<file path="src/hdl/seam_pkg.sv">
// Shared types, constants and the helper function of the Sobel edge ASCII mapper.
// Used by every module of the block; it depends on nothing else.
package seam_pkg;

   localparam int MAX_WIDTH_DEF   = 1024;
   localparam int QUEUE_DEPTH_DEF = 4;
   localparam int MIN_WIDTH       = 3;
   localparam int ROW_CNT_W       = 17;
   localparam int CSR_ADDR_W      = 4;
   localparam int CSR_DATA_W      = 32;
   localparam int THR_SQ_W        = 22;

   localparam logic [10:0] IMAGE_WIDTH_RST    = 11'd640;
   localparam logic [15:0] IMAGE_HEIGHT_RST   = 16'd480;
   localparam logic [10:0] EDGE_THRESHOLD_RST = 11'd350;
   localparam logic        EDGES_ENABLED_RST  = 1'b1;

   localparam logic [18:0] GRAY_RECIP = 19'd683;
   localparam int          GRAY_SHIFT = 11;

   localparam logic [19:0] TAN_LO = 20'd106;
   localparam logic [19:0] TAN_HI = 20'd618;

   localparam logic [6:0] CHAR_VERT = 7'd124;
   localparam logic [6:0] CHAR_BACK = 7'd92;
   localparam logic [6:0] CHAR_FLAT = 7'd95;
   localparam logic [6:0] CHAR_FWD  = 7'd47;

   typedef enum logic [1:0] {
      REG_IMAGE_WIDTH,
      REG_IMAGE_HEIGHT,
      REG_EDGE_THRESHOLD,
      REG_EDGES_ENABLED
   } reg_index_type;

   typedef logic [7:0] pixel_type;
   typedef logic [2:0][2:0][7:0] window_type;

   typedef struct packed {
      logic                restart;
      logic [15:0]         h_last;
      logic [THR_SQ_W-1:0] thr2;
      logic                edges_en;
   } cfg_type;

   function automatic logic [6:0] lum_char(input logic [7:0] gray);
      logic [6:0] ch;
      case (gray) inside
         [8'd0:8'd28]:    ch = 7'd32;
         [8'd29:8'd56]:   ch = 7'd46;
         [8'd57:8'd84]:   ch = 7'd59;
         [8'd85:8'd113]:  ch = 7'd99;
         [8'd114:8'd141]: ch = 7'd111;
         [8'd142:8'd169]: ch = 7'd80;
         [8'd170:8'd198]: ch = 7'd79;
         [8'd199:8'd226]: ch = 7'd63;
         [8'd227:8'd254]: ch = 7'd64;
         [8'd255:8'd255]: ch = 7'd35;
         default:         ch = 7'd32;
      endcase
      return ch;
   endfunction

endpackage

</file>
<file path="src/hdl/seam_queue.sv">
// Short first-in first-out queue of windows between the front and back parts.
// Depends on seam_pkg for its default sizes.
module seam_queue #(
   parameter int WIDTH = $bits(seam_pkg::window_type),
   parameter int DEPTH = seam_pkg::QUEUE_DEPTH_DEF
) (
   input  logic             clock,
   input  logic             reset,
   input  logic             push_valid,
   output logic             push_ready,
   input  logic [WIDTH-1:0] push_data,
   output logic             pop_valid,
   input  logic             pop_ready,
   output logic [WIDTH-1:0] pop_data
);

   localparam int PTR_W = $clog2(DEPTH);
   localparam int CNT_W = $clog2(DEPTH + 1);

   logic [WIDTH-1:0] slot_ff [DEPTH];
   logic [PTR_W-1:0] wr_ptr_ff, wr_ptr_in;
   logic [PTR_W-1:0] rd_ptr_ff, rd_ptr_in;
   logic [CNT_W-1:0] count_ff, count_in;
   logic             push;
   logic             pop;

   assign push_ready = count_ff != CNT_W'(DEPTH);
   assign pop_valid  = count_ff != '0;
   assign pop_data   = slot_ff[rd_ptr_ff];
   assign push       = push_valid && push_ready;
   assign pop        = pop_valid && pop_ready;

   always_comb begin
      wr_ptr_in = wr_ptr_ff;
      rd_ptr_in = rd_ptr_ff;
      count_in  = count_ff;
      if (push) begin
         wr_ptr_in = (wr_ptr_ff == PTR_W'(DEPTH - 1)) ? '0 : wr_ptr_ff + PTR_W'(1);
      end
      if (pop) begin
         rd_ptr_in = (rd_ptr_ff == PTR_W'(DEPTH - 1)) ? '0 : rd_ptr_ff + PTR_W'(1);
      end
      if (push && !pop) begin
         count_in = count_ff + CNT_W'(1);
      end else if (pop && !push) begin
         count_in = count_ff - CNT_W'(1);
      end
   end

   always_ff @(posedge clock) begin
      if (reset) begin
         wr_ptr_ff <= '0;
         rd_ptr_ff <= '0;
         count_ff  <= '0;
      end else begin
         wr_ptr_ff <= wr_ptr_in;
         rd_ptr_ff <= rd_ptr_in;
         count_ff  <= count_in;
      end
   end

   always_ff @(posedge clock) begin
      if (push) begin
         slot_ff[wr_ptr_ff] <= push_data;
      end
   end

endmodule

</file>
<file path="config.mk">
export PLATFORM = sky130hd
export DESIGN_NAME = seam_queue
export DESIGN_NICKNAME = d
export VERILOG_FILES = /design/src/hdl/seam_pkg.sv /design/src/hdl/seam_queue.sv
export SDC_FILE = /design/constraint.sdc
export NUM_CORES = 1
export LEC_CHECK = 0
export ABC_CLOCK_PERIOD_IN_PS = 5000
export BUFFER_PORTS_ARGS = -buffer_cell sky130_fd_sc_hd__buf_2
export CAP_MARGIN = 20
export CORE_UTILIZATION = 50
export DETAILED_ROUTE_END_ITERATION = 8
export HOLD_SLACK_MARGIN = 0.1
export PLACE_DENSITY = 0.71
export SLEW_MARGIN = 20
export SYNTH_ARGS = -nofsm -noshare
export SYNTH_HDL_FRONTEND = slang
export SYNTH_SLANG_ARGS = --single-unit
</file>
<file path="constraint.sdc">
create_clock -name clock -period 5 [get_ports clock]
set_clock_uncertainty 0.2 [all_clocks]
set_input_delay 1 -clock clock [delete_from_list [all_inputs] [get_ports clock]]
set_output_delay 1 -clock clock [all_outputs]
set_load 0.05 [all_outputs]
</file>
# == Word level (Yosys, flattened, before mapping) ==
# Memory sizes are Yosys's and may differ from the RTL's. A register that Yosys moved wholly into a read port is not among the register bits.
# Cells that the tools add are included.
# totals
ff_bits,7
latch_bits,0
ram_bits,288
romBits,0
inputBits,76
out_inout_bits,74
wordCells,27
memories,1
# memory_table
name,words,word_bits,rd,rd_ports_with_merged_regs,wr,line,source
slot_ff,4,72,1,1,1,seam_queue.sv:20,logic [WIDTH-1:0] slot_ff [DEPTH];
# op_classes
add_sub_neg,4
mul,0
div,0
order_cmp,0
n_eq_ne,3
shift,0
n_mux,8
bitwise,0
n_reduce_logical,8
# ops
op,count
2-bit two-way mux,4
3-bit two-way mux,2
"2-bit by 1-bit adder with 2-bit output, second input constant",2
"2-bit == test, second input constant",2
1-bit logical AND,4
"3-bit by 1-bit adder with 3-bit output, second input constant",1
"3-bit != test, second input constant",1
3-bit nonzero test,1
"3-bit by 1-bit subtractor with 3-bit output, second input constant",1
1-bit logical NOT,2
1-bit two-way mux,2
2-bit nonzero test,1

# == Longest topological paths before layout ==
# Gate-level depths: netlist of run 1.
# logic_depth
word_depth,6
depth_mapped,9
ltp_nobuf,8

# == Least setup slack after synthesis of run 1 ==
# OpenSTA, ideal clock, no wires.
# synth_timing
kind,input to register
startpoint,input pop_ready
endpoint,register count_ff[2]
setup_time_ns,0.070
arrival_time_ns,2.472
required_ns,4.730
setup_slack_ns,2.257
stages,7
n_path_buf,0
cell_sequence,o31ai_1 -> ha_1 -> inv_1 -> fa_1 -> xor2_1 -> or3_2 -> a21oi_1
# synth_between
elab_chain_cells,4
word_cells_on_any_way,6
cone_classes,mux (1); reduce/logical (5)
# synth_lines
element,line,source
from (decl),seam_queue.sv:13,"input logic pop_ready,"
1-bit logical AND *,seam_queue.sv:31,assign pop = pop_valid && pop_ready;
1-bit logical NOT,seam_queue.sv:43,if (push && !pop) begin
1-bit logical AND,seam_queue.sv:43,
3-bit two-way mux / 2-bit nonzero test (equally long branches),n/a,
to (signal assigned),seam_queue.sv:58,count_ff <= count_in;
to (decl),seam_queue.sv:23,"logic [CNT_W-1:0] count_ff, count_in;"
# Every way passes the cells marked *; elsewhere a longest branch is shown, timed or not.
# A chain may end at the register's enable or synchronous reset.

==> run_results.csv, run 1 <==
group,metric,value,unit
outcome,outcome,"finished clean",
run,max-cap-violations,0,
sta,fin_setup_tns,0,ns
yosys,synth_area_leaders,"edfxtp_1 (80%), mux4_2 (15%), dfxtp_1 (1.7%)",
global_routing,grt_usage,0.1744,
hold_path,hold_class,"flip-flop to flip-flop",
setup_path,r2r-end,"count_ff[2]",
sta,worstMarginPinSlew,1.067,ns
setup_path,worst_ep_arrival_time,2.54,ns
floorplanning,core_area,21150,um^2
global_routing,grt_overflow,0,
cells_and_area,drive_above_1_share,0.4479,
clock_tree,cts_tree,"built",
clock_tree,cts_root_buf,"clkbuf_16",
clock_tree,clockBufferDepth,3,
power,finalPower,7.026,mW
sta,setup_viol,0,
yosys,synth.yosys.seq_area_share,0.8142,
sta,fmaxAchievable,0.2675,GHz
placement,gp_congestion,0.7046,
yosys,synth_top_area_frac,0.7976,
clock_tree,postCtsSetupBuffers,0,
setup_path,cp_max_fo,41,
global_routing,grt_max_degree,73,
sta,hold_viol,0,
yosys,synth_nets,507,
clock_tree,cts_resized,0,
route,drt_iter0_markers,343,
cells_and_area,area_delta_synth_final,18.74,%
global_routing,grt_pass1_wl,28.91,mm
yosys,synth_area_leader_cell,"edfxtp_1",
floorplanning,die_w,149.3,um
setup_path,worstSetupPathType,"flip-flop to primary output",
setup_path,r2r_slack,2.27,ns
cells_and_area,final_nets,678,
power,power_density,545.7,nW/um^2
setup_path,reg2regPathDepth,7,
route,routed_wl,18.88,mm
clock_tree,clkSlewWorstSetupHoldPaths,0.06,ns
floorplanning,start_util,0.5126,
route,drc,0,
sta,period_needed,3.738,ns
global_routing,grt_pass1_vias,5272,
sta,relSlewSlack,0.2886,
yosys,synthCells,424,
clock_tree,numCtsBuffers,29,
route,vias,4936,
route,wl_per_cell,21.23,um
setup_path,required,3.80,ns
setup_path,r2r-start,"count_ff[0]",
sta,fin_crit_sh,0.7476,
clock_tree,clk_latency,0.52,ns
placement,place_hpwl,11.60,mm
route,ant_nets,0,
route,vias_per_cell,5.552,
power,irDropWorstVdd,0.4436,mV
cells_and_area,insertedDiodeCount,0,
clock_tree,cts_hold_buffers,0,
floorplanning,dieHeight,149.3,um
yosys,synth_seq_cells,297,
sta,rsz0062_at_grt,"no",
setup_path,crit_path_end_kind,"primary output",
setup_path,cp-endpoint,"pop_data[6]",
floorplanning,row_count,53,
global_routing,antenna_found_initial,3,
clock_tree,htreeDepth,1,
yosys,syn-cell-area,10840,um^2
sta,drv_slew,0,
floorplanning,die_area,22280,um^2
yosys,avgSynthCellArea,25.57,um^2
placement,io_buffer_count,149,
route,firstDrtPassIters,4,
clock_tree,clock_sinks,297,
setup_path,critPathLaunchType,"flip-flop",
power,p_leak,4.312,nW
yosys,synth.distinct_cells,27,
floorplanning,io_pins,150,
yosys,synth_warnings,0,
state kept, by name, indices dropped and copies added, names as in the netlist, named ones only:
register,flops
count_ff,3
rd_ptr_ff,2
slot_ff,288
wr_ptr_ff,2
cell usage in the layout, fill, tap and decap left out, drive strengths merged, types with 2 or more instances in the layout:
master and instances:
clkinv 12, mux2i 3, edfxtp 288, and3 4, buf 158, nand2b 2
dfxtp 9, mux4 72, ha 6, a21oi 2, o31ai 2, xor2 2
clkbuf 37, nor2 3, or3 3, inv 3
critical path, cell delays in order, from the launching register on:
cell     delay, ns
dfxtp_4       0.78
buf_12        0.40
mux4_2        0.58
buf_2         0.23
power by group:
group / internal (mW) / switching, mW
clock: 1.11 / 0.822
sequential: 3.02 / 0.150
combinational: 0.617 / 1.32
synthesized netlist by cell type:
cell type	instances
o31ai_1	1
and3_2	4
ha_1	6
o31ai_2	1
clkbuf_1	1
edfxtp_1	288
mux4_2	72
dfxtp_1	9
fa_1	1
nand3_1	1
or3_2	2
clkbuf_2	2
xor2_1	2
o21ai_0	1
buf_2	1
inv_1	3
mux2i_1	3
buf_1	7
nand2_1	1
a21oi_1	2
nor2_1	3
or3b_1	1
or3_1	1
buf_4	7
and2_4	1
nor3_1	1
nand2b_1	2
stage by stage:
stage	area (um^2)	utilization	worst slack (ns)	hold slack [ns]	std cells
3_3_place_gp	11880	0.5615	1.700	0.2608	831
5_1_grt	12870	0.6086	1.064	0.3497	889
2_1_floorplan	10840	-	2.257	0.2634	424
4_1_cts	12870	0.6086	1.140	0.3031	889
6_report	12870	0.6086	1.262	0.3165	889
3_5_place_dp	12040	0.5691	1.708	0.2799	839
worst min-delay path by stage:
stage / start / to / slack, ns / depth (start not counted)
after global routing: rd_ptr_ff[0] / flip-flop / 0.35 / 2
after global placement: rd_ptr_ff[0] / flip-flop / 0.26 / 2
after CTS: rd_ptr_ff[0] / flip-flop / 0.30 / 2
after floorplan: rd_ptr_ff[0] / flip-flop / 0.26 / 2
after detailed placement: rd_ptr_ff[0] / flip-flop / 0.28 / 2
final: rd_ptr_ff[0] / flip-flop / 0.32 / 2
metal layers:
metal	GRT usage	up-vias	wire length [um]
li1	-	2163	-
met1	0.2309	2582	7891
met2	0.2935	159	9363
met3	0.03945	28	1287
met4	0.04592	4	306
met5	0	-	28
kinds of logic (layout without fill, tap and decap cells):
family	Yosys count	in the layout	share of synthesized area
flip-flops	297	297	0.8142
multiplexers	75	75	0.1523
buffers and inverters	21	211	0.01004
AND/OR/NAND/NOR	17	17	0.009807
adder cells (fa/ha/maj)	7	7	0.008770
AO/OA/AOI/OAI	5	5	0.003231
XOR/XNOR	2	2	0.001616
layout make-up:
cell class	count	area (um^2)
clock buffer	37	755.7
clock inverter	13	81.33
fill	1476	8279
inverter	3	11.26
multi-input combinational	106	1921
sequential	297	8836
tap	275	344.1
timing repair buffer	158	925.9
No activity file was read; power rests on OpenSTA's default activity.
==> run 2, diff against run 1 <==
ABC_AREA = 1   (was not set)
ABC_CLOCK_PERIOD_IN_PS = 3420   (was 5000)
PLACE_DENSITY = 0.73   (was 0.71)
clock period = 3.42 ns   (was 5 ns; I/O delays follow)
==> run_results.csv, run 2 <==
group,metric,value,unit
route,drc,0,
sta,hold_viol,0,
floorplanning,die_w,154.2,um
route,firstDrtPassIters,5,
yosys,synth.distinct_cells,25,
yosys,synth_most_common_cell,"edfxtp_1",
global_routing,antenna_found_initial,2,
floorplanning,dieHeight,154.2,um
power,irDropWorstVdd,0.5273,mV
yosys,synth_seq_cells,297,
global_routing,grt_pass1_wl,35.93,mm
global_routing,met1_usage,0.2438,
setup_path,worstSetupPathType,"flip-flop to primary output",
route,drt_iter0_markers,545,
yosys,synth_commonest_cells,"edfxtp_1 (288), o21ai_0 (135), nor2_1 (111)",
yosys,avgSynthCellArea,15.15,um^2
setup_path,critPathLaunchType,"flip-flop",
clock_tree,cts_resized,0,
clock_tree,clock_sinks,297,
yosys,synth_area_leaders,"edfxtp_1 (75%), o21ai_0 (5.8%), o22ai_2 (5.4%)",
sta,fin_crit_sh,0.9444,
clock_tree,clkSlewWorstSetupHoldPaths,0.06,ns
yosys,synth_top_area_frac,0.7463,
cells_and_area,layout_common_cells,"edfxtp_1 (288), buf_2 (149), o21ai_0 (135)",
route,ant_nets,0,
sta,relSlewSlack,0.5154,
cells_and_area,largest_register,"slot_ff",
sta,drv_slew,0,
yosys,synthArstFlopShare,0,
setup_path,cp_slowest_cell,"inv_4",
sta,period_needed,3.230,ns
outcome,outcome,"finished clean",
global_routing,gr-max-usage-layer,"met2",
floorplanning,die_area,23790,um^2
floorplanning,core_area,22710,um^2
route,routed_wl,23.24,mm
yosys,synth_edf_count,288,
setup_path,crit_path_end_kind,"primary output",
placement,place_ws,0.7058,ns
yosys,synth_nets,848,
sta,rsz0062_at_grt,"no",
clock_tree,cts_tree,"built",
cells_and_area,drive_above_1_share,0.3387,
sta,worstMarginPinSlew,0.7268,ns
global_routing,grt_pass1_vias,6883,
power,p_leak,4.752,nW
floorplanning,row_count,55,
setup_path,max_stage_delay,0.49,ns
cells_and_area,largest_reg_flops,288,
clock_tree,clockBufferDepth,3,
cells_and_area,fin_cells,1221,
setup_path,required,2.54,ns
run,max-cap-violations,0,
sta,setup_slack,0.1900,ns
floorplanning,io_pins,150,
clock_tree,cts_hold_buffers,0,
cells_and_area,top_regs,"slot_ff x288, count_ff x3",
route,vias,6744,
setup_path,crit_buf_inv,3,
global_routing,grt_overflow,0,
cells_and_area,insertedDiodeCount,0,
yosys,synth_warnings,0,
route,wl_per_cell,19.03,um
clock_tree,postCtsSetupBuffers,0,
yosys,synth_area_leader_cell,"edfxtp_1",
global_routing,grt_use_met2,0.3418,
clock_tree,clk_latency,0.53,ns
sta,setup_viol,0,
setup_path,path_delay_family,"buffers and inverters",
sta,fmaxAchievable,0.3096,GHz
route,vias_per_cell,5.523,
cells_and_area,area_delta_synth_final,16.78,%
placement,dp_cells,1168,
setup_path,worst_ep_arrival_time,2.35,ns
global_routing,grt_usage,0.1940,
placement,gp_congestion,0.7388,
global_routing,use_met3,0.03951,
yosys,ys.flop_type,"edfxtp_1",
yosys,synthCells,765,
hold_path,hold_class,"input port to flip-flop",
cells_and_area,fill_cells,1762,
setup_path,cp_cell_sequence,"inv_4 > buf_4 > o21ai_1 > o22ai_1 > buf_2",
cells_and_area,final_nets,997,
clock_tree,numCtsBuffers,29,
floorplanning,start_util,0.5103,
placement,io_buffer_count,149,
cells_and_area,final_common_cell,"edfxtp_1",
clock_tree,htreeDepth,1,
clock_tree,cts_root_buf,"clkbuf_16",
global_routing,grt_max_degree,145,
power,power_density,909.4,nW/um^2
setup_path,cp_max_fo,52,
placement,place_hpwl,12.87,mm
yosys,syn-cell-area,11590,um^2
yosys,synth.yosys.seq_area_share,0.7618,
## run 2: cell count changes in the layout (fill, tap and decap cells not counted), moves of 5 or more
| cell | delta |
|---|---|
| clkinv_1 | -5 |
| o21ai_1 | +10 |
| o22ai_1 | +22 |
| nor2_2 | +50 |
| o21ai_0 | +134 |
| buf_4 | +10 |
| nor2_1 | +104 |
| inv_1 | +11 |
| clkinv_2 | +5 |
| nand2_1 | +13 |
| o22ai_2 | +50 |
| mux4_2 | -72 |
## run 2: through the flow
| step | hold WS [ns] | area, um^2 | power [mW] | util | setup TNS [ns] |
|---|---|---|---|---|---|
| after detailed placement | 0.3161 | 12620 | 9.386 | 0.5557 | 0 |
| after CTS | 0.1115 | 13530 | 12.42 | 0.5959 | 0 |
| final | 0.1283 | 13530 | 12.31 | 0.5959 | 0 |
| after global routing | 0.1082 | 13530 | 12.82 | 0.5959 | 0 |
| after floorplan | 0.2827 | 11600 | 8.304 | - | -75.36 |
| after global placement | 0.3100 | 12620 | 9.324 | 0.5557 | 0 |
## run 2: final timing paths
| kind | start | endpoint | slack (ns) | cells past startpoint |
|---|---|---|---|---|
| worst max register to register | count_ff[0] | count_ff[1] | 1.03 | 9 |
| worst min register to register | rd_ptr_ff[1] | flip-flop | 0.31 | 2 |
| worst min-delay path | reset | count_ff[0] | 0.13 | 2 |
| worst max-delay path | flip-flop | pop_data[68] | 0.19 | 5 |
## run 2: power breakdown
group	total, mW	switching, mW	internal (mW)
registers	4.57	0.127	4.44
clock network	3.02	1.28	1.74
logic	4.73	3.64	1.09
total	12.3	5.04	7.27
## run 2: cell families (layout without fill, tap and decap cells)
family / Yosys count / in the layout / synth area share
DFF: 297 / 297 / 0.7618
AOI/OAI and AO/OA: 219 / 219 / 0.1293
and+or+nand+nor: 179 / 179 / 0.06975
buffers and inverters: 62 / 233 / 0.03012
adders and majority gates: 7 / 7 / 0.008205
xor gates and xnor gates: 1 / 1 / 0.0007559
## run 2: per-layer routing
metal / vias up / routed length (um)
met3: 37 / 1406
met2: 199 / 11700
li1: 3156 / -
met1: 3348 / 9794
met4: 4 / 310
met5: - / 27
## run 2: cell type report
class	instances	area (um^2)	area share
Clock inverter	17	151.4	0.01119
Tap cell	285	356.6	0.02635
Multi-Input combinational cell	406	2441	0.1804
Clock buffer	36	762.0	0.05631
Sequential cell	297	8833	0.6527
Timing Repair Buffer	164	920.9	0.06805
Inverter	16	67.56	0.004993
==> run 3, diff against run 2 <==
CORE_UTILIZATION = 52   (was 50)
PLACE_DENSITY = 0.76   (was 0.73)
==> run_results.csv, run 3 (synthesized netlist as in run 2, its figures left out) <==
group,metric,value,unit
outcome,outcome,"finished clean",
route,vias_per_cell,5.475,
cells_and_area,fill_cells,1569,
clock_tree,cts_resized,0,
placement,io_buffer_count,149,
cells_and_area,top_regs,"slot_ff x288, count_ff x3",
cells_and_area,largest_register,"slot_ff",
cells_and_area,final_nets,999,
setup_path,r2r-start,"count_ff[0]",
cells_and_area,fin_cells,1221,
setup_path,cp.depth,4,
cells_and_area,layout_common_cells,"edfxtp_1 (288), buf_2 (149), o21ai_0 (135)",
setup_path,cp_max_fo,34,
floorplanning,start_util,0.5310,
sta,drv_slew,0,
floorplanning,dieHeight,151.3,um
hold_path,hold_class,"input port to flip-flop",
power,p_comb_frac,0.382,
global_routing,antenna_found_initial,6,
placement,gp_congestion,0.7205,
cells_and_area,largest_reg_flops,288,
setup_path,cp_cell_sequence,"buf_4 > o21ai_0 > o22ai_1 > buf_2",
power,p_leak,4.778,nW
floorplanning,die_w,151.3,um
clock_tree,clockBufferDepth,3,
power,power_density,907.5,nW/um^2
sta,period_needed,3.082,ns
sta,setup_viol,0,
global_routing,grt_overflow,0,
clock_tree,clk_latency,0.53,ns
power,irDropWorstVdd,0.6875,mV
sta,relSlewSlack,0.5572,
setup_path,max_stage_delay,0.48,ns
clock_tree,clock_sinks,297,
clock_tree,numCtsBuffers,29,
floorplanning,die_area,22890,um^2
setup_path,critPathLaunchType,"flip-flop",
global_routing,grt_max_degree,97,
setup_path,reg2regPathDepth,9,
power,clock_power_share,0.248,
cells_and_area,drive_above_1_share,0.3365,
setup_path,crit_path_end_kind,"primary output",
route,drt_iter0_markers,349,
cells_and_area,final_common_cell,"edfxtp_1",
setup_path,worstSetupPathType,"flip-flop to primary output",
sta,worstMarginPinSlew,0.6642,ns
sta,hold_viol,0,
cells_and_area,regArea,8833,um^2
power,switching_share,0.4038,
route,vias,6685,
route,drc,0,
floorplanning,core_area,21820,um^2
setup_path,cp_slowest_cell,"dfxtp_2",
power,finalPower,12.34,mW
route,routed_wl,22.47,mm
global_routing,grt_pass1_vias,6473,
setup_path,required,2.54,ns
hold_path,min_to,"slot_ff[1][69]",
global_routing,grt_usage,0.1934,
setup_path,crit_buf_inv,2,
clock_tree,cts_root_buf,"clkbuf_16",
setup_path,r2r_slack,1.09,ns
run,max-cap-violations,0,
floorplanning,row_count,54,
setup_path,worst_ep_arrival_time,2.20,ns
sta,fin_crit_sh,0.9013,
power,pwr-share-seq,0.369,
global_routing,grt_pass1_wl,33.55,mm
power,switchingPower,4.982,mW
setup_path,path_delay_family,"buffers and inverters",
clock_tree,htreeDepth,1,
placement,dp_cells,1164,
route,wl_per_cell,18.40,um
setup_path,r2r-end,"count_ff[1]",
clock_tree,postCtsSetupBuffers,0,
placement,place_hpwl,12.90,mm
power,power.internal,7.356,mW
clock_tree,clkSlewWorstSetupHoldPaths,0.06,ns
hold_path,worstHoldPathCells,1,
hold_path,min_from,"push_data[69]",
floorplanning,io_pins,150,
cells_and_area,area_delta_synth_final,17.32,%
cells_and_area,multi_input_area,2441,um^2
route,firstDrtPassIters,4,
route,ant_nets,0,
sta,fmaxAchievable,0.3244,GHz
clock_tree,cts_hold_buffers,1,
sta,rsz0062_at_grt,"no",
clock_tree,cts_tree,"built",
## run 3: cell types whose count changed in the layout (fill, tap and decap cells not counted), sizes merged
| cell | previous run | this run |
|---|---|---|
| clkinv | 13 | 12 |
| diode | 0 | 2 |
| clkbuf | 36 | 39 |
| inv | 18 | 17 |
| dlygate4sd3 | 0 | 1 |
| buf | 164 | 165 |
## run 3: worst reg2reg max path, cell delays in order, from the launching register on
cell	delay, ns
dfxtp_1	0.35
nor2_1	0.14
nand2_1	0.12
nand2_1	0.37
inv_1	0.09
ha_1	0.22
inv_1	0.09
fa_1	0.41
o21ai_0	0.17
nor2_1	0.05
## run 3: layer usage
| layer | track usage | routed length, um | share of wire | up-vias |
|---|---|---|---|---|
| met5 | 0 | 45 | 0.0020 | - |
| li1 | - | - | - | 3174 |
| met1 | 0.2524 | 9293 | 0.41 | 3305 |
| met3 | 0.04970 | 1653 | 0.074 | 31 |
| met2 | 0.3244 | 11170 | 0.50 | 169 |
| met4 | 0.04500 | 307 | 0.014 | 6 |
## run 3: cell type report
| cell class | instances | share of cell area |
|---|---|---|
| flip-flops and latches | 297 | 0.6497 |
| well taps | 280 | 0.02577 |
| diodes | 2 | 0.0003681 |
| inverters | 16 | 0.004970 |
| clock inverters | 15 | 0.008927 |
| clock buffers | 39 | 0.05982 |
| repair buffers | 166 | 0.07086 |
| multi-input cells | 406 | 0.1796 |
## run 3: how the worst max path moves through the flow
stage	slack [ns]	to	start
3_5_place_dp	0.93	count_ff[1]	push_valid
5_1_grt	0.21	pop_data[64]	flip-flop
6_report	0.34	pop_data[64]	flip-flop
2_1_floorplan	-0.26	slot_ff[0][0]	count_ff[0]
4_1_cts	0.35	pop_data[64]	flip-flop
3_3_place_gp	0.94	count_ff[1]	push_valid
## run 3: through the flow
stage | setup WS, ns | TNS (ns) | cell area [um^2] | utilization | hold slack (ns)
4_1_cts | 0.3543 | 0 | 13590 | 0.6228 | 0.1391
2_1_floorplan | -0.2617 | -75.36 | 11600 | - | 0.2827
3_5_place_dp | 0.9348 | 0 | 12650 | 0.5795 | 0.3185
3_3_place_gp | 0.9374 | 0 | 12650 | 0.5795 | 0.3165
5_1_grt | 0.2074 | 0 | 13590 | 0.6229 | 0.1375
6_report | 0.3377 | 0 | 13600 | 0.6230 | 0.1642
## run 3: power by group through the flow
| stage | registers, mW | logic [mW] | clock network [mW] |
|---|---|---|---|
| floorplan | 4.61 | 3.70 | 0 |
| global placement | 4.62 | 4.69 | 0 |
| detailed placement | 4.63 | 4.76 | 0 |
| CTS | 4.56 | 4.77 | 3.12 |
| global route | 4.59 | 5.03 | 3.26 |
| finish | 4.56 | 4.72 | 3.06 |
