===== config.mk =====
export PLATFORM = sky130hd
export DESIGN_NAME = seam_back
export DESIGN_NICKNAME = d
export VERILOG_FILES = /design/src/hdl/seam_pkg.sv /design/src/hdl/seam_back.sv
export SDC_FILE = /design/constraint.sdc
export NUM_CORES = 1
export LEC_CHECK = 0
export BUFFER_PORTS_ARGS = -buffer_cell sky130_fd_sc_hd__buf_2
export CELL_PAD_IN_SITES_DETAIL_PLACEMENT = 1
export CELL_PAD_IN_SITES_GLOBAL_PLACEMENT = 2
export CORE_ASPECT_RATIO = 1.25
export CORE_MARGIN = 3
export CORE_UTILIZATION = 41
export CTS_CLUSTER_SIZE = 14
export DETAILED_ROUTE_END_ITERATION = 10
export HOLD_SLACK_MARGIN = 0.06
export PLACE_DENSITY = 0.93
export SYNTH_ARGS = -nofsm -noshare
export SYNTH_HDL_FRONTEND = slang
export SYNTH_SLANG_ARGS = --single-unit

===== constraint.sdc =====
create_clock -name clock -period 10.4 [get_ports clock]
set_input_delay 1.04 -clock clock [delete_from_list [all_inputs] [get_ports clock]]
set_output_delay 1.04 -clock clock [all_outputs]
set_load 0.01 [all_outputs]

===== src/hdl/seam_pkg.sv =====
// Shared types, constants and the helper function of the Sobel edge ASCII mapper.
// Used by every module of the block; it depends on nothing else.
package seam_pkg;

   localparam int MAX_WIDTH_DEF   = 1024;
   localparam int QUEUE_DEPTH_DEF = 4;
   localparam int MIN_WIDTH       = 3;
   localparam int ROW_CNT_W       = 17;
   localparam int CSR_ADDR_W      = 4;
   localparam int CSR_DATA_W      = 32;
   localparam int THR_SQ_W        = 22;

   localparam logic [10:0] IMAGE_WIDTH_RST    = 11'd640;
   localparam logic [15:0] IMAGE_HEIGHT_RST   = 16'd480;
   localparam logic [10:0] EDGE_THRESHOLD_RST = 11'd350;
   localparam logic        EDGES_ENABLED_RST  = 1'b1;

   localparam logic [18:0] GRAY_RECIP = 19'd683;
   localparam int          GRAY_SHIFT = 11;

   localparam logic [19:0] TAN_LO = 20'd106;
   localparam logic [19:0] TAN_HI = 20'd618;

   localparam logic [6:0] CHAR_VERT = 7'd124;
   localparam logic [6:0] CHAR_BACK = 7'd92;
   localparam logic [6:0] CHAR_FLAT = 7'd95;
   localparam logic [6:0] CHAR_FWD  = 7'd47;

   typedef enum logic [1:0] {
      REG_IMAGE_WIDTH,
      REG_IMAGE_HEIGHT,
      REG_EDGE_THRESHOLD,
      REG_EDGES_ENABLED
   } reg_index_type;

   typedef logic [7:0] pixel_type;
   typedef logic [2:0][2:0][7:0] window_type;

   typedef struct packed {
      logic                restart;
      logic [15:0]         h_last;
      logic [THR_SQ_W-1:0] thr2;
      logic                edges_en;
   } cfg_type;

   function automatic logic [6:0] lum_char(input logic [7:0] gray);
      logic [6:0] ch;
      case (gray) inside
         [8'd0:8'd28]:    ch = 7'd32;
         [8'd29:8'd56]:   ch = 7'd46;
         [8'd57:8'd84]:   ch = 7'd59;
         [8'd85:8'd113]:  ch = 7'd99;
         [8'd114:8'd141]: ch = 7'd111;
         [8'd142:8'd169]: ch = 7'd80;
         [8'd170:8'd198]: ch = 7'd79;
         [8'd199:8'd226]: ch = 7'd63;
         [8'd227:8'd254]: ch = 7'd64;
         [8'd255:8'd255]: ch = 7'd35;
         default:         ch = 7'd32;
      endcase
      return ch;
   endfunction

endpackage


===== src/hdl/seam_back.sv =====
// Back part: Sobel gradients, magnitude test, direction sector and character
// choice, output position and the result register. Depends on seam_pkg.
module seam_back #(
   parameter int MAX_WIDTH = seam_pkg::MAX_WIDTH_DEF
) (
   input  logic                         clock,
   input  logic                         reset,
   input  seam_pkg::cfg_type            cfg,
   input  logic [$clog2(MAX_WIDTH)-1:0] w_last,
   input  logic                         win_valid,
   output logic                         win_ready,
   input  seam_pkg::window_type         win_data,
   output logic                         rsp_valid,
   input  logic                         rsp_ready,
   output logic [6:0]                   rsp_out_char,
   output logic                         rsp_is_edge,
   output logic                         rsp_end_of_row,
   output logic                         rsp_end_of_frame
);

   localparam int COL_W = $clog2(MAX_WIDTH);

   logic [COL_W-1:0]     out_col_ff, out_col_in;
   logic [15:0]          out_row_ff, out_row_in;

   logic                 p1_valid_ff;
   logic signed [10:0]   p1_gx_ff, p1_gy_ff;
   logic [6:0]           p1_lum_ff;
   logic                 p1_eor_ff, p1_eof_ff;

   logic                 p2_valid_ff;
   logic [19:0]          p2_gx2_ff, p2_gy2_ff;
   logic [19:0]          p2_g256_ff, p2_t106_ff, p2_t618_ff;
   logic                 p2_neg_ff, p2_zero_ff;
   logic [6:0]           p2_lum_ff;
   logic                 p2_eor_ff, p2_eof_ff;

   logic                 rsp_valid_ff;
   logic [6:0]           rsp_char_ff;
   logic                 rsp_edge_ff, rsp_eor_ff, rsp_eof_ff;

   logic                 out_free, p2_free, p1_free, pop;
   seam_pkg::window_type k;
   logic [11:0]          gx_pos, gx_neg, gy_pos, gy_neg, gx_w, gy_w;
   logic signed [10:0]   gx_in, gy_in;
   logic                 eor, eof;

   logic                 flip;
   logic signed [11:0]   gx_ext, gy_ext, gx_n, gy_n, ax_w;
   logic signed [21:0]   gx_sq, gy_sq;
   logic [9:0]           ax;
   logic [19:0]          g256_in, t106_in, t618_in;

   logic [20:0]          mag2;
   logic                 edge_hit;
   logic [6:0]           dir_char;

   assign out_free  = !rsp_valid_ff || rsp_ready;
   assign p2_free   = !p2_valid_ff || out_free;
   assign p1_free   = !p1_valid_ff || p2_free;
   assign win_ready = p1_free;
   assign pop       = win_valid && p1_free;

   always_comb begin
      k = win_data;
      if (out_row_ff == '0) begin
         k[0] = '0;
      end
      gx_pos = 12'(k[0][2]) + {3'b0, k[1][2], 1'b0} + 12'(k[2][2]);
      gx_neg = 12'(k[0][0]) + {3'b0, k[1][0], 1'b0} + 12'(k[2][0]);
      gy_pos = 12'(k[2][0]) + {3'b0, k[2][1], 1'b0} + 12'(k[2][2]);
      gy_neg = 12'(k[0][0]) + {3'b0, k[0][1], 1'b0} + 12'(k[0][2]);
      gx_w   = gx_pos - gx_neg;
      gy_w   = gy_pos - gy_neg;
      gx_in  = signed'(gx_w[10:0]);
      gy_in  = signed'(gy_w[10:0]);
   end

   assign eor = out_col_ff == w_last;
   assign eof = eor && (out_row_ff == cfg.h_last);

   always_comb begin
      out_col_in = out_col_ff;
      out_row_in = out_row_ff;
      if (cfg.restart) begin
         out_col_in = '0;
         out_row_in = '0;
      end else if (pop) begin
         if (eor) begin
            out_col_in = '0;
            out_row_in = eof ? 16'd0 : out_row_ff + 16'd1;
         end else begin
            out_col_in = out_col_ff + COL_W'(1);
         end
      end
   end

   always_comb begin
      gx_ext  = 12'(p1_gx_ff);
      gy_ext  = 12'(p1_gy_ff);
      flip    = (p1_gy_ff < 0) || ((p1_gy_ff == 0) && (p1_gx_ff < 0));
      gx_n    = flip ? -gx_ext : gx_ext;
      gy_n    = flip ? -gy_ext : gy_ext;
      ax_w    = gx_n[11] ? -gx_n : gx_n;
      ax      = ax_w[9:0];
      g256_in = {2'b0, gy_n[9:0], 8'd0};
      t106_in = 20'(ax) * seam_pkg::TAN_LO;
      t618_in = 20'(ax) * seam_pkg::TAN_HI;
      gx_sq   = p1_gx_ff * p1_gx_ff;
      gy_sq   = p1_gy_ff * p1_gy_ff;
   end

   always_comb begin
      mag2     = 21'(p2_gx2_ff) + 21'(p2_gy2_ff);
      edge_hit = cfg.edges_en && (22'(mag2) >= cfg.thr2);
      if (p2_zero_ff) begin
         dir_char = seam_pkg::CHAR_VERT;
      end else if (!p2_neg_ff) begin
         if (p2_g256_ff < p2_t106_ff) begin
            dir_char = seam_pkg::CHAR_VERT;
         end else if (p2_g256_ff < p2_t618_ff) begin
            dir_char = seam_pkg::CHAR_BACK;
         end else begin
            dir_char = seam_pkg::CHAR_FLAT;
         end
      end else begin
         if (p2_g256_ff > p2_t618_ff) begin
            dir_char = seam_pkg::CHAR_FLAT;
         end else if (p2_g256_ff > p2_t106_ff) begin
            dir_char = seam_pkg::CHAR_FWD;
         end else begin
            dir_char = seam_pkg::CHAR_VERT;
         end
      end
   end

   always_ff @(posedge clock) begin
      if (reset) begin
         out_col_ff   <= '0;
         out_row_ff   <= '0;
         p1_valid_ff  <= 1'b0;
         p2_valid_ff  <= 1'b0;
         rsp_valid_ff <= 1'b0;
      end else begin
         out_col_ff <= out_col_in;
         out_row_ff <= out_row_in;
         if (p1_free) begin
            p1_valid_ff <= win_valid;
         end
         if (p2_free) begin
            p2_valid_ff <= p1_valid_ff;
         end
         if (out_free) begin
            rsp_valid_ff <= p2_valid_ff;
         end
      end
   end

   always_ff @(posedge clock) begin
      if (pop) begin
         p1_gx_ff  <= gx_in;
         p1_gy_ff  <= gy_in;
         p1_lum_ff <= seam_pkg::lum_char(win_data[1][1]);
         p1_eor_ff <= eor;
         p1_eof_ff <= eof;
      end
      if (p2_free && p1_valid_ff) begin
         p2_gx2_ff  <= gx_sq[19:0];
         p2_gy2_ff  <= gy_sq[19:0];
         p2_g256_ff <= g256_in;
         p2_t106_ff <= t106_in;
         p2_t618_ff <= t618_in;
         p2_neg_ff  <= gx_n[11];
         p2_zero_ff <= (p1_gx_ff == 0) && (p1_gy_ff == 0);
         p2_lum_ff  <= p1_lum_ff;
         p2_eor_ff  <= p1_eor_ff;
         p2_eof_ff  <= p1_eof_ff;
      end
      if (out_free && p2_valid_ff) begin
         rsp_char_ff <= edge_hit ? dir_char : p2_lum_ff;
         rsp_edge_ff <= edge_hit;
         rsp_eor_ff  <= p2_eor_ff;
         rsp_eof_ff  <= p2_eof_ff;
      end
   end

   assign rsp_valid        = rsp_valid_ff;
   assign rsp_out_char     = rsp_char_ff;
   assign rsp_is_edge      = rsp_edge_ff;
   assign rsp_end_of_row   = rsp_eor_ff;
   assign rsp_end_of_frame = rsp_eof_ff;

endmodule


* Yosys cells after proc, flatten, opt, wreduce, memory -nomap -nowiden
Cells that the tools add are included.
** Word-level totals
- Bits in registers :: 166
- Latch bits :: 0
- ROM bits :: 0
- Memory bits (writable) :: 0
- Output and inout bits :: 12
- Memories :: 0
- Word-level logic and storage cells :: 130
** Cells by class
- Magnitude comparators :: 27
- Multiply operators :: 4
- Bitwise logic cells :: 0
- Shifts and indexed selects :: 0
- Eq/ne operators :: 2
- Multiplexer cells :: 22
- Reductions and logical operators :: 32
- Add/sub/neg operators :: 16
- Div/mod/pow operators :: 0
** Operator list (count)
- $mux 7 :: 11
- $logic_not 32->1 :: 2
- $le 8x8->1 const B :: 6
- $add 10x8->11 :: 4
- $add 8x9->10 :: 4
- $ge 8x8->1 const B :: 5
- $mul 11x11->20 :: 2
- $mux 10 :: 3
- $mux 24 :: 1
- $ge 21x22->1 :: 1
- $lt 11x1->1 const B :: 2
- $sub 11x11->11 :: 2
- $add 20x20->21 :: 1
- $gt 18x20->1 :: 1
- $lt 18x20->1 :: 1
- $neg 10->10 :: 2
- $mul 10x9->19 const B :: 1
- $gt 18x17->1 :: 1
- $lt 18x17->1 :: 1
- $logic_and 1x1->1 :: 17
- $add 16x1->16 const B :: 1
- $eq 16x16->1 :: 1
- $ge 8x7->1 const B :: 2
- $le 8x7->1 const B :: 2
- other kinds (22) :: 29

* Logic depth before layout (Yosys ltp)
Gate-level depths: netlist of run 1.
- Depth in word-level cells :: 11
- Depth in mapped cells :: 27

* Worst setup path before layout of run 1
Ideal clock, no wire load.
- Path type :: input to register
- Start :: input rsp_ready
- End :: register p2_eof_ff (enable)
- Library setup time :: 669 ps
- Path buffers :: 0
- Data required time :: 9731 ps
- Slack :: 2235 ps
- Stages on the path :: 2
- Data arrival time :: 7495 ps
- Path through :: nor2b_1 -> a21boi_0
** Between the ends
- Word-level cells in the longest chain between the ends :: 3
** RTL lines
- from (decl) :: RTL line seam_back.sv:14 : input logic rsp_ready,
- $logic_or 1x1->1 :: RTL line seam_back.sv:58 : assign out_free = !rsp_valid_ff || rsp_ready;
- $logic_or 1x1->1 :: RTL line seam_back.sv:59 : assign p2_free = !p2_valid_ff || out_free;
- $logic_and 1x1->1 :: RTL line seam_back.sv:167 : if (p2_free && p1_valid_ff) begin
- to (signal assigned) :: RTL line seam_back.sv:177 : p2_eof_ff <= p1_eof_ff;
- to (decl) :: RTL line seam_back.sv:36 : logic p2_eor_ff, p2_eof_ff;
Every way passes these cells.
A chain may end at the register's enable or synchronous reset.

* Worst setup path after layout of run 1
- Start :: register p1_gy_ff[5]
- End :: register p2_t618_ff[19], data pin
** Between the ends
- Word-level cells in the longest chain between the ends :: 7
** RTL lines
- from (decl) :: RTL line seam_back.sv:27 : logic signed [10:0] p1_gx_ff, p1_gy_ff;
- from (signal assigned) :: RTL line seam_back.sv:162 : p1_gy_ff <= gy_in;
- branches (longest 2 deep; another with $lt 11x1->1)
- $logic_or 1x1->1 (*) :: RTL line seam_back.sv:101 : flip = (p1_gy_ff < 0) || ((p1_gy_ff == 0) && (p1_gx_ff < 0));
- $mux 12 (*) :: RTL line seam_back.sv:102 : gx_n = flip ? -gx_ext : gx_ext;
- $neg 10->10 :: RTL line seam_back.sv:104 : ax_w = gx_n[11] ? -gx_n : gx_n;
- $mux 10 (*) :: RTL line seam_back.sv:104
- $mul 10x9->19 (*) :: RTL line seam_back.sv:108 : t618_in = 20'(ax) * seam_pkg::TAN_HI;
- net t618_in[19] :: RTL line seam_back.sv:52 : logic [19:0] g256_in, t106_in, t618_in;
- to (signal assigned) :: RTL line seam_back.sv:172 : p2_t618_ff <= t618_in;
- to (decl) :: RTL line seam_back.sv:33 : logic [19:0] p2_g256_ff, p2_t106_ff, p2_t618_ff;
Mark *: on every way through the listed nets, which the timed path passes.

==> results of run 1 <==
==> critical path, delay by kind of cell (launching register included) <==
kind,cells,cell delay (ns)
flip-flops,1,0.63
AND/OR/NAND/NOR,3,1.32
adder cells (fa/ha/maj),5,1.90
AO/OA/AOI/OAI,12,3.04
XOR/XNOR,1,0.58
buffers and inverters,4,0.24
==> area by class of cell <==
type                       instances  area, sq um  share of cell area (%)
clock buffer                      17          425                    1.87
timing repair buffer             141          716                    3.15
inverter                         461         1730                    7.61
sequential                       158         4450                    19.6
multi-input combinational       1426        14400                    63.4
clock inverter                    15          170                   0.749
tap                              651          815                    3.58
==> layer usage <==
metal	track usage [%]	vias to the layer above	part of all wire (%)
met5	0	-	0.024
li1	-	6891	-
met4	5.15	2	2.0
met2	40.3	226	55
met1	22.7	7425	40
met3	3.12	51	3.2
==> worst max-delay path by stage <==
| stage | start | to | slack [ns] | cells after the start |
|---|---|---|---|---|
| global placement | p1_gy_ff[4] | p2_t618_ff[19] | 2.64 | 25 |
| CTS | p1_gy_ff[4] | p2_t618_ff[19] | 2.38 | 25 |
| floorplan | rsp_ready | p2_eof_ff | 2.24 | 2 |
| finish | p1_gy_ff[5] | p2_t618_ff[19] | 2.42 | 25 |
| global route | p1_gy_ff[4] | p2_t618_ff[19] | 1.94 | 25 |
| detailed placement | p1_gy_ff[5] | p2_t618_ff[19] | 2.39 | 25 |
==> state kept, by name, indices dropped and copies added (netlist names), 7 cells and up <==
| signal | count |
|---|---|
| out_col_ff | 10 |
| p2_gy2_ff | 19 |
| p1_lum_ff | 7 |
| p2_gx2_ff | 19 |
| p1_gy_ff | 11 |
| rsp_out_char | 7 |
| out_row_ff | 16 |
| p2_g256_ff | 9 |
| p2_lum_ff | 7 |
| p2_t106_ff | 12 |
| p2_t618_ff | 18 |
| p1_gx_ff | 11 |
==> layout by cell type (no fill, tap or decap), types with 7 or more instances in the layout <==
cell	count
a21o_1	30
buf_2	137
o21bai_1	17
inv_1	459
and3_1	12
nor2b_1	22
nand3_1	20
nor3_1	24
nand2b_1	19
nor4_1	8
nor2_1	113
o21ai_0	52
and2_1	73
dfxtp_1	29
o31ai_1	7
fa_1	286
o21a_1	9
xor2_1	49
clkbuf_16	17
or3_1	9
nand2_1	109
nand4_1	21
edfxtp_1	129
a21oi_1	79
xnor2_1	126
ha_1	249
a211oi_1	10
==> through the flow <==
| step | instances | cell area (sq um) | hold slack (ns) | setup slack [ns] | utilization, % |
|---|---|---|---|---|---|
| finish | 2869 | 22700 | 0.418 | 2.42 | 45.7 |
| global route | 2869 | 22700 | 0.428 | 1.94 | 45.7 |
| global placement | 2837 | 22100 | 0.403 | 2.64 | 44.5 |
| CTS | 2869 | 22700 | 0.424 | 2.38 | 45.7 |
| floorplan | 2087 | 20800 | 0.400 | 2.24 | - |
| detailed placement | 2837 | 22100 | 0.407 | 2.39 | 44.5 |
==> synthesized netlist by cell type (9+ instances only) <==
library cell  count
and3_1           12
dfxtp_1          29
ha_1            249
nand2_1         109
clkbuf_1         32
xor2_1           49
nand4_1          21
xnor2_1         126
o21ai_0          52
and2_1           73
o21a_1            9
edfxtp_1        129
a21o_1           30
nor2b_1          22
or3_1             9
nor3_1           24
fa_1            286
o21bai_1         17
nand2b_1         19
nor2_1          113
a211oi_1         10
a21oi_1          79
nand3_1          20
inv_1           459
==> logic make-up (layout without fill, tap and decap cells) <==
family / count (synthesis) / after routing / synth area share [%]
and+or+nand+nor: 459 / 459 / 11.2
buffers and inverters: 503 / 634 / 9.17
adders and majority gates: 535 / 535 / 42.6
muxes: 7 / 7 / 0.344
xor gates and xnor gates: 177 / 177 / 7.59
DFF: 158 / 158 / 21.5
AOI/OAI and AO/OA: 248 / 248 / 7.64
==> metrics.log, run 1 <==
INFO  metric status = complete, no violations
INFO  metric gp_congestion = 0.906
INFO  metric die_w = 207 um
INFO  metric crit_fanout = 15
INFO  metric ctsResizeCount = 0
INFO  metric worstSetupStartpointType = register
INFO  metric ys_top_cells_by_area = fa_1 28%, edfxtp_1 19%, ha_1 15%, inv_1 8.3%, xnor2_1 5.3%
INFO  metric setup_tns = 0 ns
INFO  metric rr_endpoint = p2_t618_ff[19]
INFO  metric async_flop_share = 0%
INFO  metric buffer_ports.inserted = 137
INFO  metric cts_tree = done
INFO  metric worst_path_largest_cell_delay = 0.67 ns
INFO  metric critPathCaptureType = register
INFO  metric floorplan.initialDensity = 41.7%
INFO  metric worstHoldEndpoint = p2_lum_ff[2]
INFO  metric clock_tree.buffer_depth = 2
INFO  metric largest_net_degree_at_the_start_of_global_routing = 64
INFO  metric synth_cells = 2087
INFO  metric cts-root-buf = clkbuf_16
INFO  metric fp.dieArea = between 50000 and 60000 sq um
INFO  metric numCtsBuffers = 17
INFO  metric hold_buffers = 0
INFO  metric detailed_place_hpwl = around 46 mm
INFO  metric worst_clock_skew = a little under 0.02 ns
INFO  metric worstSetupPathType = reg -> reg
INFO  metric proportion_of_layout_cells_with_a_drive_suffix_above_1 = 8.88%
INFO  metric max_cap_viol_count = 0
INFO  metric post-cts-setup-buffers = 0
INFO  metric drcViolationCount = 0
INFO  metric cp.required = 10.61 ns
INFO  metric synth_fp_nets = about 2700
INFO  metric timing.reg2reg.setup_slack = roughly 2.4 ns
INFO  metric path_clk_slew = 0.07 ns
INFO  metric worst_slew_slack_as_a_fraction_of_its_limit = roughly a quarter
INFO  metric syn-cell-area = 20800 sq um
INFO  metric synth-main-ff-cell = edfxtp_1
INFO  metric rsz0062_at_grt = no
INFO  metric yosys.cell_types.count = 70
INFO  metric dominant_cell_type_by_area_after_synthesis = fa_1
INFO  metric routedWlPerCell = 18.5 um
INFO  metric worstReg2RegStart = p1_gy_ff[5]
INFO  metric die_y = approximately 260 um
INFO  metric post_synth.cell_area_avg = 9.95 sq um
INFO  metric timing.final.setup_violations = 0
INFO  metric wire_length_of_the_first_global_routing_pass = 87.1 mm
INFO  metric arrival_time_reported_for_the_critical_path_endpoint = 8.20 ns
INFO  metric detail-route-antenna-nets = 0
INFO  metric syn2layout_area_growth = 9.49%
INFO  metric clk-insertion-delay-late = 0.47 ns
INFO  metric synth_sequential_area_ratio = 21.5%
INFO  metric h-tree-depth = 4
INFO  metric launch_point_of_the_worst_hold_path = p1_lum_ff[2]
INFO  metric layout_min_cycle_time = approximately 8.0 ns
INFO  metric synth_top_cell_area_share = 27.6%
INFO  metric num_vias = 14600
INFO  metric clock_sinks = about 160
INFO  metric globalRouteOverflowTotal = 0
INFO  metric fillCellCount = 5595
INFO  metric critPathMostFrequentCell = inv_1
INFO  metric fp-row-count = 91
INFO  metric post_drt_via_cell_ratio = 5.09
INFO  metric ys.warnings.count = 0
INFO  metric slowest_stage = or4_4
INFO  metric fin_nets = 2866
INFO  metric max_clock_freq = 125 MHz
INFO  metric design.portCount = 138
INFO  metric layout_worst_path_cycle_share = 76.8%
INFO  metric r2r.worst_path.cells = 25
INFO  metric hp-class = reg -> reg
INFO  metric antennaDiodeCount = 0
INFO  metric antenna_found_initial = 2
INFO  metric postSynthRegisterBits = 158
INFO  metric grt_pass1_vias = 16900
INFO  metric globalRouteTotalUtil = 20.4%
INFO  metric worstHoldPathCells = 0
INFO  metric timing.final.hold_violations = 0
INFO  metric synth_enable_flop_cells = between 100 and 150
INFO  metric core = 49800 sq um
INFO  metric initialDrtViolationCount = 461
INFO  metric routed_wirelength = 53.2 mm
INFO  metric drt_pass1_iterations = 5
INFO  metric finalMaxSlewViolations = 0
INFO  metric worstMarginPinSlew = 1.12 ns
Power of run 1 is not shown: default switching activity piles up to over one toggle a cycle in this logic, so the estimate is an artifact.
==> inputs of run 2 (changes only) <==
Clock period 10.4 ns to 7.8 ns, I/O delays scaled along.
==> run 2 against run 1 <==
Wire length grew 2.8%. Hold slack worse by 0.0035 ns. Register-to-register slack worse by 1.7 ns. Flip-flop and latch count unchanged. Critical path depth stayed put. Cell area increased by 0.46%. Clock-buffer cell count grew 3. Core utilization up 0.21 points. Clock skew shrank 0.0040 ns. Maximum frequency is 12% higher. Non-clock buffer count grew 19. Setup slack lost 1.7 ns. Largest cell class unchanged. Highest routed layer unchanged.
==> metrics.log, run 2 (same netlist as run 1, synthesis figures left out) <==
INFO  metric setup_tns = 0 ns (unchanged)
INFO  metric rsz0062_at_grt = no (unchanged)
INFO  metric slowest_stage = edfxtp_1 (was or4_4)
INFO  metric numCtsBuffers = 17 (unchanged)
INFO  metric gp_congestion = 0.888 (was 0.906)
INFO  metric num_vias = 14700 (was 14600)
INFO  metric worst_slew_slack_as_a_fraction_of_its_limit = 20.1% (was 24.3%)
INFO  metric critPathMostFrequentCell = inv_1 (unchanged)
INFO  metric die_w = 207 um (unchanged)
INFO  metric clock_sinks = 158 (unchanged)
INFO  metric fp-row-count = 91 (unchanged)
INFO  metric drt_pass1_iterations = 4 (was 5)
INFO  metric ctsResizeCount = 0 (unchanged)
INFO  metric globalRouteTotalUtil = 20.9% (was 20.4%)
INFO  metric clk-insertion-delay-late = 0.45 ns (was 0.47 ns)
INFO  metric mostFrequentLayoutCells = 459 x inv_1, 286 x fa_1, 249 x ha_1, 137 x buf_2, 129 x edfxtp_1 (unchanged)
INFO  metric routedWlPerCell = 18.9 um (was 18.5 um)
INFO  metric layout_min_cycle_time = 7.10 ns (was 7.98 ns)
INFO  metric grt_pass1_vias = 17200 (was 16900)
INFO  metric timing.final.setup_violations = 0 (unchanged)
INFO  metric worst_path_largest_cell_delay = 0.62 ns (was 0.67 ns)
INFO  metric max_cap_viol_count = 0 (unchanged)
INFO  metric timing.hold.ws = 0.415 ns (was 0.418 ns)
INFO  metric arrival_time_reported_for_the_critical_path_endpoint = 7.30 ns (was 8.20 ns)
INFO  metric drcViolationCount = 0 (unchanged)
INFO  metric globalRouteOverflowTotal = 0 (unchanged)
INFO  metric post-cts-setup-buffers = 0 (unchanged)
INFO  metric fp.dieArea = 53400 sq um (unchanged)
INFO  metric worstSetupPathType = reg -> reg (unchanged)
INFO  metric worst_clock_skew = 0.0155 ns (was 0.0195 ns)
INFO  metric status = complete, no violations (unchanged)
INFO  metric die_y = 258 um (unchanged)
INFO  metric hold_buffers = 0 (unchanged)
INFO  metric core = 49800 sq um (unchanged)
INFO  metric max_clock_freq = 141 MHz (was 125 MHz)
INFO  metric path_clk_slew = 0.07 ns (about the same)
INFO  metric top_regs = p2_gx2_ff x19, p2_gy2_ff x19, p2_t618_ff x18 (unchanged)
INFO  metric largest_net_degree_at_the_start_of_global_routing = 48 (was 64)
INFO  metric routed_wirelength = 54.6 mm (was 53.2 mm)
INFO  metric post_drt_via_cell_ratio = 5.08 (was 5.09)
INFO  metric hp-class = reg -> reg (unchanged)
INFO  metric floorplan.initialDensity = 41.7% (unchanged)
INFO  metric layout_commonest_cell = inv_1 (unchanged)
INFO  metric initialDrtViolationCount = 489 (was 461)
INFO  metric design.portCount = 138 (unchanged)
INFO  metric antenna_found_initial = 3 (was 2)
INFO  metric cts-root-buf = clkbuf_16 (unchanged)
INFO  metric cp.required = 8.00 ns (was 10.61 ns)
INFO  metric timing.final.hold_violations = 0 (unchanged)
INFO  metric buffer_ports.inserted = 137 (unchanged)
INFO  metric cts_tree = done (unchanged)
INFO  metric syn2layout_area_growth = 9.99% (was 9.49%)
INFO  metric h-tree-depth = 4 (unchanged)
INFO  metric proportion_of_layout_cells_with_a_drive_suffix_above_1 = 9.57% (was 8.88%)
INFO  metric layout_worst_path_cycle_share = 91.0% (was 76.8%)
INFO  metric clock_tree.buffer_depth = 2 (unchanged)
INFO  metric critPathCaptureType = register (unchanged)
INFO  metric worstSetupStartpointType = register (unchanged)
INFO  metric crit_fanout = 17 (was 15)
INFO  metric finalMaxSlewViolations = 0 (unchanged)
INFO  metric fin_nets = 2885 (was 2866)
INFO  metric wire_length_of_the_first_global_routing_pass = 89.2 mm (was 87.1 mm)
INFO  metric worstMarginPinSlew = 1.18 ns (was 1.12 ns)
INFO  metric detail-route-antenna-nets = 0 (unchanged)
INFO  metric detailed_place_hpwl = 46.9 mm (was 45.8 mm)
-- run 2: critical path: cells and delay by family, from the launching register on --
| kind | cells | cell delay [ns] |
|---|---|---|
| adder cells (fa/ha/maj) | 5 | 1.83 |
| AO/OA/AOI/OAI | 12 | 2.58 |
| XOR/XNOR | 1 | 0.38 |
| flip-flops | 1 | 0.62 |
| buffers and inverters | 4 | 0.23 |
| AND/OR/NAND/NOR | 3 | 1.20 |
-- run 2: final timing paths --
check,start,end,slack [ns],depth (start not counted)
worst max-delay path,p1_gy_ff[3],p2_t618_ff[19],0.70,25
worst min-delay path,p1_lum_ff[6],p2_lum_ff[6],0.41,0
worst max register to register,p1_gy_ff[3],p2_t618_ff[19],0.70,25
worst min register to register,p1_lum_ff[6],p2_lum_ff[6],0.41,0
-- run 2: area by class of cell --
cell class	instances	area [sq um]
fillers	5670	26900
multi-input cells	1426	14400
flip-flops and latches	158	4450
inverters	461	1730
repair buffers	160	858
well taps	651	815
clock buffers	20	447
clock inverters	12	98.8
diodes	1	2.50
-- run 2: metal layers --
metal / GRT usage (%) / wire length, um
met5: 0 / 41
met3: 2.83 / 1810
met2: 40.5 / 29600
met4: 5.49 / 1390
met1: 24.0 / 21800
-- run 2: per-stage QoR --
stage	util [%]	cell area [sq um]	instances	worst slack, ns
2_1_floorplan	-	20800	2087	1.36
3_3_place_gp	44.8	22300	2856	0.503
3_5_place_dp	44.8	22300	2856	0.343
4_1_cts	45.9	22800	2888	0.321
5_1_grt	45.9	22800	2888	0.172
6_report	45.9	22800	2889	0.699
Power of run 2 is left out for the same reason.
==> inputs of run 3 (changes only) <==
--- a/config.mk
+++ b/config.mk
@@ -7,5 +7,5 @@
 export LEC_CHECK = 0
 export BUFFER_PORTS_ARGS = -buffer_cell sky130_fd_sc_hd__buf_2
-export CELL_PAD_IN_SITES_DETAIL_PLACEMENT = 1
+export CELL_PAD_IN_SITES_DETAIL_PLACEMENT = 0
 export CELL_PAD_IN_SITES_GLOBAL_PLACEMENT = 2
 export CORE_ASPECT_RATIO = 1.25
==> constraint.sdc (replaced) <==
create_clock -name clock -period 7.8 [get_ports clock]
set_input_delay 0.78 -clock clock [delete_from_list [all_inputs] [get_ports clock]]
set_output_delay 0.78 -clock clock [all_outputs]
set_load 0.005 [all_outputs]
==> run 3 against run 2 <==
Final cell count about the same. Via count decreased by 3.4%. Cell area increased by 0.13%. Hold slack improved by 0.0047 ns. Register-to-register slack got worse by 0.19 ns. Clock-buffer cell count decreased by 2. Wire length decreased by 12%. Non-clock buffer count unchanged. Critical path type unchanged. Critical endpoint unchanged. Highest routed layer unchanged.
==> metrics.log, run 3 (same netlist as run 1, synthesis figures left out) <==
INFO  metric initialDrtViolationCount = 566 (was 489)
INFO  metric die_y = 258 um (unchanged)
INFO  metric h-tree-depth = 4 (unchanged)
INFO  metric routed_wirelength = 47.8 mm (was 54.6 mm)
INFO  metric gp_congestion = 0.888 (unchanged)
INFO  metric globalRouteOverflowTotal = 0 (unchanged)
INFO  metric worstSetupStartpointType = register (unchanged)
INFO  metric fp.dieArea = 53400 sq um (unchanged)
INFO  metric arrival_time_reported_for_the_critical_path_endpoint = 7.48 ns (was 7.30 ns)
INFO  metric crit_fanout = 17 (unchanged)
INFO  metric design.portCount = 138 (unchanged)
INFO  metric max_clock_freq = 137 MHz (was 141 MHz)
INFO  metric drcViolationCount = 0 (unchanged)
INFO  metric numCtsBuffers = 17 (unchanged)
INFO  metric cts-root-buf = clkbuf_16 (unchanged)
INFO  metric proportion_of_layout_cells_with_a_drive_suffix_above_1 = 9.57% (unchanged)
INFO  metric timing.final.setup_violations = 0 (unchanged)
INFO  metric antenna_found_initial = 4 (was 3)
INFO  metric mostFrequentLayoutCells = 459 x inv_1, 286 x fa_1, 249 x ha_1, 137 x buf_2, 129 x edfxtp_1 (unchanged)
INFO  metric worstSetupPathType = reg -> reg (unchanged)
INFO  metric top_regs = p2_gx2_ff x19, p2_gy2_ff x19, p2_t618_ff x18 (unchanged)
INFO  metric cp.required = 7.99 ns (was 8.00 ns)
INFO  metric fin_nets = 2885 (unchanged)
INFO  metric worst_slew_slack_as_a_fraction_of_its_limit = 22.6% (was 20.1%)
INFO  metric floorplan.initialDensity = 41.7% (unchanged)
INFO  metric syn2layout_area_growth = 10.1% (was 9.99%)
INFO  metric worst_clock_skew = 0.0197 ns (was 0.0155 ns)
INFO  metric ctsResizeCount = 0 (unchanged)
INFO  metric die_w = 207 um (unchanged)
INFO  metric clock_sinks = 158 (unchanged)
INFO  metric rsz0062_at_grt = no (unchanged)
INFO  metric fp-row-count = 91 (unchanged)
INFO  metric pre_cts_slack = 0.329 ns (was 0.343 ns)
INFO  metric clk-insertion-delay-late = 0.45 ns (about the same)
INFO  metric post-route-worst-setup-slack = 0.511 ns (was 0.699 ns)
INFO  metric drt_pass1_iterations = 7 (was 4)
INFO  metric post_drt_via_cell_ratio = 4.91 (was 5.08)
INFO  metric layout_min_cycle_time = 7.29 ns (was 7.10 ns)
INFO  metric detail-route-antenna-nets = 0 (unchanged)
INFO  metric worstMarginPinSlew = 1.14 ns (was 1.18 ns)
INFO  metric grt_pass1_vias = 15500 (was 17200)
INFO  metric hold_buffers = 0 (unchanged)
INFO  metric launch_point_of_the_worst_hold_path = p1_eor_ff (was p1_lum_ff[6])
INFO  metric cts_tree = done (unchanged)
INFO  metric layout_commonest_cell = inv_1 (unchanged)
INFO  metric hp-class = reg -> reg (unchanged)
INFO  metric num_vias = 14200 (was 14700)
INFO  metric core = 49800 sq um (unchanged)
INFO  metric layout_worst_path_cycle_share = 93.4% (was 91.0%)
INFO  metric critPathCaptureType = register (unchanged)
INFO  metric buffer_ports.inserted = 137 (unchanged)
INFO  metric globalRouteTotalUtil = 18.5% (was 20.9%)
INFO  metric path_clk_slew = 0.07 ns (about the same)
INFO  metric worstReg2RegStart = p1_gy_ff[3] (unchanged)
INFO  metric clock_tree.buffer_depth = 2 (unchanged)
INFO  metric detailed_place_hpwl = 41.1 mm (was 46.9 mm)
INFO  metric status = complete, no violations (unchanged)
INFO  metric finalMaxSlewViolations = 0 (unchanged)
INFO  metric wire_length_of_the_first_global_routing_pass = 79.1 mm (was 89.2 mm)
INFO  metric largest_net_degree_at_the_start_of_global_routing = 48 (unchanged)
INFO  metric routedWlPerCell = 16.5 um (was 18.9 um)
INFO  metric post-cts-setup-buffers = 0 (unchanged)
INFO  metric crit_path_start = p1_gy_ff[3] (unchanged)
INFO  metric timing.final.hold_violations = 0 (unchanged)
INFO  metric setup_tns = 0 ns (unchanged)
INFO  metric max_cap_viol_count = 0 (unchanged)
run 3: cell count changes in the layout (fill, tap and decap cells not counted), sizes merged:
cell,delta
bufinv,+1
clkbuf,-2
diode,+1
clkinv,+3
clkinvlp,-1
inv,-1
run 3: path summary, 6_finish.rpt:
| path | endpoint | slack [ns] | cells after the start |
|---|---|---|---|
| worst max-delay path | p2_t618_ff[19] | 0.51 | 25 |
| worst min-delay path | p2_eor_ff | 0.42 | 0 |
| worst max register to register | p2_t618_ff[19] | 0.51 | 25 |
| worst min register to register | p2_eor_ff | 0.42 | 0 |
run 3: layout make-up:
cell class	instances	area (sq um)
diodes	2	5.00
clock buffers	18	429
clock inverters	14	151
fillers	4773	26900
inverters	461	1730
multi-input cells	1426	14400
flip-flops and latches	158	4450
well taps	651	815
repair buffers	160	858
run 3: critical path, cell delays in order, from the launching register on:
cell       delay (ns)
edfxtp_1         0.62
or4_4            0.54
nor4_4           0.41
a21o_1           0.21
a21oi_2          0.07
a31oi_4          0.37
o22a_1           0.20
o22ai_1          0.07
xnor2_1          0.60
ha_1             0.30
inv_1            0.07
fa_1             0.49
inv_1            0.04
ha_1             0.26
inv_1            0.05
fa_1             0.53
inv_1            0.07
ha_1             0.29
a21o_1           0.16
a21o_1           0.19
a21oi_1          0.20
o21ai_0          0.17
and4_1           0.24
a2111oi_1        0.56
a211o_1          0.25
o21ai_0          0.09
run 3: metrics by stage:
stage               instances  utilization, %  hold slack [ns]  instance area, sq um
floorplan                2087               -            0.400                 20800
global placement         2856            44.8            0.402                 22300
detailed placement       2856            44.8            0.405                 22300
CTS                      2888            45.9            0.421                 22900
global route             2889            46.0            0.426                 22900
finish                   2890            46.0            0.420                 22900
run 3: layer usage:
metal	up-vias	track usage, %	routed length (um)
li1	6934	-	-
met3	63	2.84	1800
met2	284	33.8	24400
met4	4	5.47	1340
met1	6898	22.4	20200
met5	-	0	23
Power of run 3 is left out for the same reason.
